`src/rtl/psts_pkg.sv`:
```
// ----------------------------------------------------------------------------
// psts_pkg: shared types and constants for position snap to surface
// Beat structs, status and register codes, pipeline depths.
// ----------------------------------------------------------------------------
package psts_pkg;

    localparam int SQRT_STAGES = 32;   // one result bit per stage
    localparam int DIV_STAGES  = 31;   // quotient never exceeds the 31-bit radius
    localparam int CFG_IDX_W   = 2;
    localparam int CFG_DATA_W  = 31;

    localparam logic [1:0] ST_OK         = 2'd0;
    localparam logic [1:0] ST_Y_NONZERO  = 2'd1;
    localparam logic [1:0] ST_OUT_BOUNDS = 2'd2;
    localparam logic [1:0] ST_OFF_SPHERE = 2'd3;

    localparam logic [CFG_IDX_W-1:0] REG_FLAT_MODE  = 2'd0;
    localparam logic [CFG_IDX_W-1:0] REG_RADIUS     = 2'd1;
    localparam logic [CFG_IDX_W-1:0] REG_HALF_EXT   = 2'd2;
    localparam logic [CFG_IDX_W-1:0] REG_SNAP_TOL   = 2'd3;

    localparam logic OP_CHECK = 1'b0;

    typedef struct packed {
        logic               operation;
        logic signed [31:0] pos_x;
        logic signed [31:0] pos_y;
        logic signed [31:0] pos_z;
    } in_beat_t;

    typedef struct packed {
        logic [1:0]         status;
        logic signed [31:0] out_x;
        logic signed [31:0] out_y;
        logic signed [31:0] out_z;
    } out_beat_t;

    function automatic logic [31:0] mag32(input logic signed [31:0] v);
        logic [31:0] m;
        m = v[31] ? 32'(-v) : 32'(v);
        return m;
    endfunction

    function automatic logic [63:0] sqrt_bit(input int k);
        logic [63:0] b;
        b = 64'd1 << (62 - 2 * k);
        return b;
    endfunction

endpackage

```
`src/rtl/psts_sqrt.sv`:
```
// ----------------------------------------------------------------------------
// psts_sqrt: pipelined integer square root
// floor(sqrt) of a 64-bit value, one bit pair per stage.
// ----------------------------------------------------------------------------
module psts_sqrt (
    input  logic        aclk,
    input  logic        en,
    input  logic [63:0] rad_in,
    output logic [31:0] len_out
);

    logic [63:0] v_reg [psts_pkg::SQRT_STAGES];
    logic [63:0] r_reg [psts_pkg::SQRT_STAGES];
    logic [63:0] v_next [psts_pkg::SQRT_STAGES];
    logic [63:0] r_next [psts_pkg::SQRT_STAGES];

    always_comb begin
        logic [63:0] v;
        logic [63:0] r;
        logic [63:0] t;
        for (int k = 0; k < psts_pkg::SQRT_STAGES; k++) begin
            v = (k == 0) ? rad_in : v_reg[k-1];
            r = (k == 0) ? 64'd0 : r_reg[k-1];
            t = r + psts_pkg::sqrt_bit(k);
            if (v >= t) begin
                v_next[k] = v - t;
                r_next[k] = (r >> 1) + psts_pkg::sqrt_bit(k);
            end else begin
                v_next[k] = v;
                r_next[k] = r >> 1;
            end
        end
    end

    always_ff @(posedge aclk) begin
        if (en) begin
            for (int k = 0; k < psts_pkg::SQRT_STAGES; k++) begin
                v_reg[k] <= v_next[k];
                r_reg[k] <= r_next[k];
            end
        end
    end

    assign len_out = r_reg[psts_pkg::SQRT_STAGES-1][31:0];

endmodule

```
`config.mk`:
```
export PLATFORM = sky130hd
export DESIGN_NAME = psts_sqrt
export DESIGN_NICKNAME = d
export VERILOG_FILES = /design/src/rtl/psts_pkg.sv /design/src/rtl/psts_sqrt.sv
export SDC_FILE = /design/constraint.sdc
export NUM_CORES = 2
export LEC_CHECK = 0
export ABC_AREA = 0
export BUFFER_PORTS_ARGS = -buffer_cell sky130_fd_sc_hd__buf_4
export CAP_MARGIN = 40
export CORE_MARGIN = 2
export CORE_UTILIZATION = 40
export CTS_CLUSTER_SIZE = 25
export DETAILED_ROUTE_END_ITERATION = 7
export PLACE_DENSITY = 0.55
export SYNTH_ARGS = -nofsm -noshare
export SYNTH_HDL_FRONTEND = slang
export SYNTH_SLANG_ARGS = --single-unit
```
`constraint.sdc`:
```
create_clock -name aclk -period 10.97 [get_ports aclk]
set_input_delay 2.194 -clock aclk [delete_from_list [all_inputs] [get_ports aclk]]
set_output_delay 2.194 -clock aclk [all_outputs]
set_load 0.005 [all_outputs]
```
==> results.sh <==
export IMPL_port_buffers=97
export IMPL_fin_tns_setup_ns=0
export IMPL_final_cells=13998
export IMPL_p_leak_nw=50.2
export IMPL_layout_commonest_cell="edfxtp_1"
export IMPL_clkTransAtPathRegs_ns=0.06
export IMPL_synth_flop_cell="edfxtp_1"
export IMPL_avgSynthCellArea_sq_um=12.5
export IMPL_syn_num_nets=10182
export IMPL_clkSinkCount=2512
export IMPL_die_area_sq_um=304000
export IMPL_synth_distinct_cells=87
export IMPL_fmaxAchievable_ghz=0.209
export IMPL_grt_remaining_overflow=0
export IMPL_antenna_left=0
export IMPL_hpwl_mm=246
export IMPL_startpoint_type="register"
export IMPL_worstPathMaxFanout=57
export IMPL_holdBufCountCts=0
export IMPL_grt_pass1_wl_mm=476
export IMPL_crit_type="register to register"
export IMPL_hold_viol_final=0
export IMPL_p_per_area_nw_per_um2=212
export IMPL_relSlewSlack_pct=28.6
export IMPL_final_nets=10448
export IMPL_tritoncts="yes"
export IMPL_finalPower_w=0.0286
export IMPL_whs_endpoint="v_reg[0][463]"
export IMPL_routedWlPerCell_microns=23.1
export IMPL_start_util_pct=40.1
export IMPL_gp_congestion=0.933
export IMPL_fin_crit_sh_pct=43.7
export IMPL_fp_dieW_microns=552
export IMPL_fill_cells=26775
export IMPL_drc_errors=0
export IMPL_routed_wl_mm=323
export IMPL_vdd_drop_max_mv=0.132
export IMPL_area_growth_pct=12.3
export IMPL_rows=201
export IMPL_drv_slew=0
export IMPL_core_sq_um=299000
export IMPL_die_h_microns=552
export IMPL_required_ns=11.53
export IMPL_r2r_end="v_reg[1][701]"
export IMPL_ios=98
export IMPL_worstHoldStart="v_reg[0][399]"
export IMPL_clk_latency_ns=0.88
export IMPL_setup_viol=0
export IMPL_r2r_setup_slack_ns=6.18
export IMPL_grtUsageTotal_pct=20.9
export IMPL_r2r_start="r_reg[1][589]"
export IMPL_rr_worst_depth=13
export IMPL_mostFrequentLayoutCells="2512 x edfxtp_1, 698 x inv_1, 662 x nor2_1"
export IMPL_syn_area_sq_um=120000
export IMPL_synth_seq_cells=2512
export IMPL_cts_resized=0
export IMPL_drt_iter0_markers=5723
export IMPL_antenna_found_initial=5
export IMPL_period_needed_ns=4.79
export IMPL_end_kind="register"
export IMPL_status="completed"
export IMPL_grt_max_degree=181
export IMPL_worst_pin_slew_ns=1.07
export IMPL_hold_path_class="register to register"
export IMPL_skew_ns=0.0603
export IMPL_max_cap_violations=0
export IMPL_clockBufferDepth=4
export IMPL_ys_seq_area_share_pct=62.9
export IMPL_cts_max_level=5
export IMPL_drt_pass1_iterations=6
export IMPL_cts_made_buffers=284
export IMPL_via_per_inst=5.42
export IMPL_drive_gt1_share_pct=7.25
export IMPL_placed_cells=13495
export IMPL_async_flop_share_pct=0
export IMPL_largest_register_ffs=1984
export IMPL_netlist_instances=9558
export IMPL_cts_setup_buffers=0
export IMPL_yosysWarnings=0
export IMPL_synth_edf_count=2512
export IMPL_rsz0062_at_grt="false"
export IMPL_cts_root_buf="clkbuf_16"
export IMPL_grt_pass1_vias=75324
export IMPL_arrival_ns=5.35
export IMPL_vias=75881
export IMPL_min_path_cells=0
synth_stat cells, drive strengths merged, types with 98 or more instances:
library cell,number,area (sq um)
a21o,219,1640
a21oi,616,3080
clkbuf,185,696
edfxtp,2512,75400
ha,558,6980
inv,700,2630
nand2,650,2440
nand2b,110,691
nand3,143,716
nand4,172,1080
nor2,663,2490
nor3,285,1440
nor4,322,2040
o21ai,435,2180
or3,98,613
xnor2,428,3750
xor2,448,3920
logic make-up (layout without fill, tap and decap cells):
logic type / Yosys count / after routing / synth area share, %
AO/OA/AOI/OAI: 1796 / 1796 / 9.23
multiplexers: 88 / 88 / 0.819
adder cells (fa/ha/maj): 558 / 558 / 5.82
other: 0 / 3 / 0
AND/OR/NAND/NOR: 2830 / 2830 / 12.0
flip-flops: 2512 / 2512 / 62.9
XOR/XNOR: 876 / 876 / 6.40
buffers and inverters: 898 / 1377 / 2.82
how the worst max path moves through the flow:
stage                        startpoint              to  slack [ns]  cells past startpoint
after detailed placement             en   v_reg[1][566]        6.10                      3
after CTS                 v_reg[1][488]   v_reg[1][565]        6.23                     11
after floorplan           v_reg[1][306]   v_reg[1][372]        7.24                     12
after global routing      r_reg[1][526]   v_reg[1][639]        5.87                     13
after global placement               en  v_reg[0][1003]        5.98                      3
final                     r_reg[1][589]   v_reg[1][701]        6.18                     13
worst max-delay path: stages (launching register included):
cell and delay [ns]:
edfxtp_1 0.39, inv_1 0.06, ha_1 0.39, nor2_1 0.07, a211o_1 0.30, a21boi_0 0.33, o211ai_1 0.22, a211oi_1 0.65
or4_2 0.25, buf_4 0.50, nand4bb_1 0.47, or3_1 0.54, nor3_1 0.24, xor2_1 0.09
power breakdown:
group	internal [W]	switching, W
clock network	0.00528	0.00385
registers	0.0122	0.00113
logic	0.00243	0.00365
layer usage:
layer | wire length [microns] | up-vias | part of all wire [%] | GRT usage [%]
li1 | - | 36265 | - | -
met1 | 123000 | 37304 | 38 | 23.2
met2 | 171000 | 1724 | 53 | 39.0
met3 | 11600 | 588 | 3.6 | 2.38
met4 | 18200 | 0 | 5.6 | 10.6
met5 | 0 | - | 0 | 0
final cells by class:
type / count / area (sq um) / area share, %
Clock inverter: 165 / 1380 / 1.02
Inverter: 703 / 2640 / 1.96
Timing Repair Buffer: 175 / 1670 / 1.24
Antenna cell: 3 / 7.51 / 0.00557
Multi-Input combinational cell: 6148 / 41200 / 30.6
Clock buffer: 334 / 7440 / 5.53
Sequential cell: 2512 / 75400 / 56.0
Tap cell: 3958 / 4950 / 3.68
stage by stage:
| stage | worst slack (ns) | hold slack, ns | util (%) | instance area [sq um] |
|---|---|---|---|---|
| floorplan | 7.24 | 0.417 | - | 120000 |
| global placement | 5.98 | 0.424 | 41.9 | 125000 |
| detailed placement | 6.10 | 0.425 | 42.1 | 126000 |
| CTS | 6.23 | 0.429 | 45.0 | 135000 |
| global route | 5.87 | 0.443 | 45.0 | 135000 |
| finish | 6.18 | 0.426 | 45.0 | 135000 |
No activity file was read; power rests on OpenSTA's default activity.
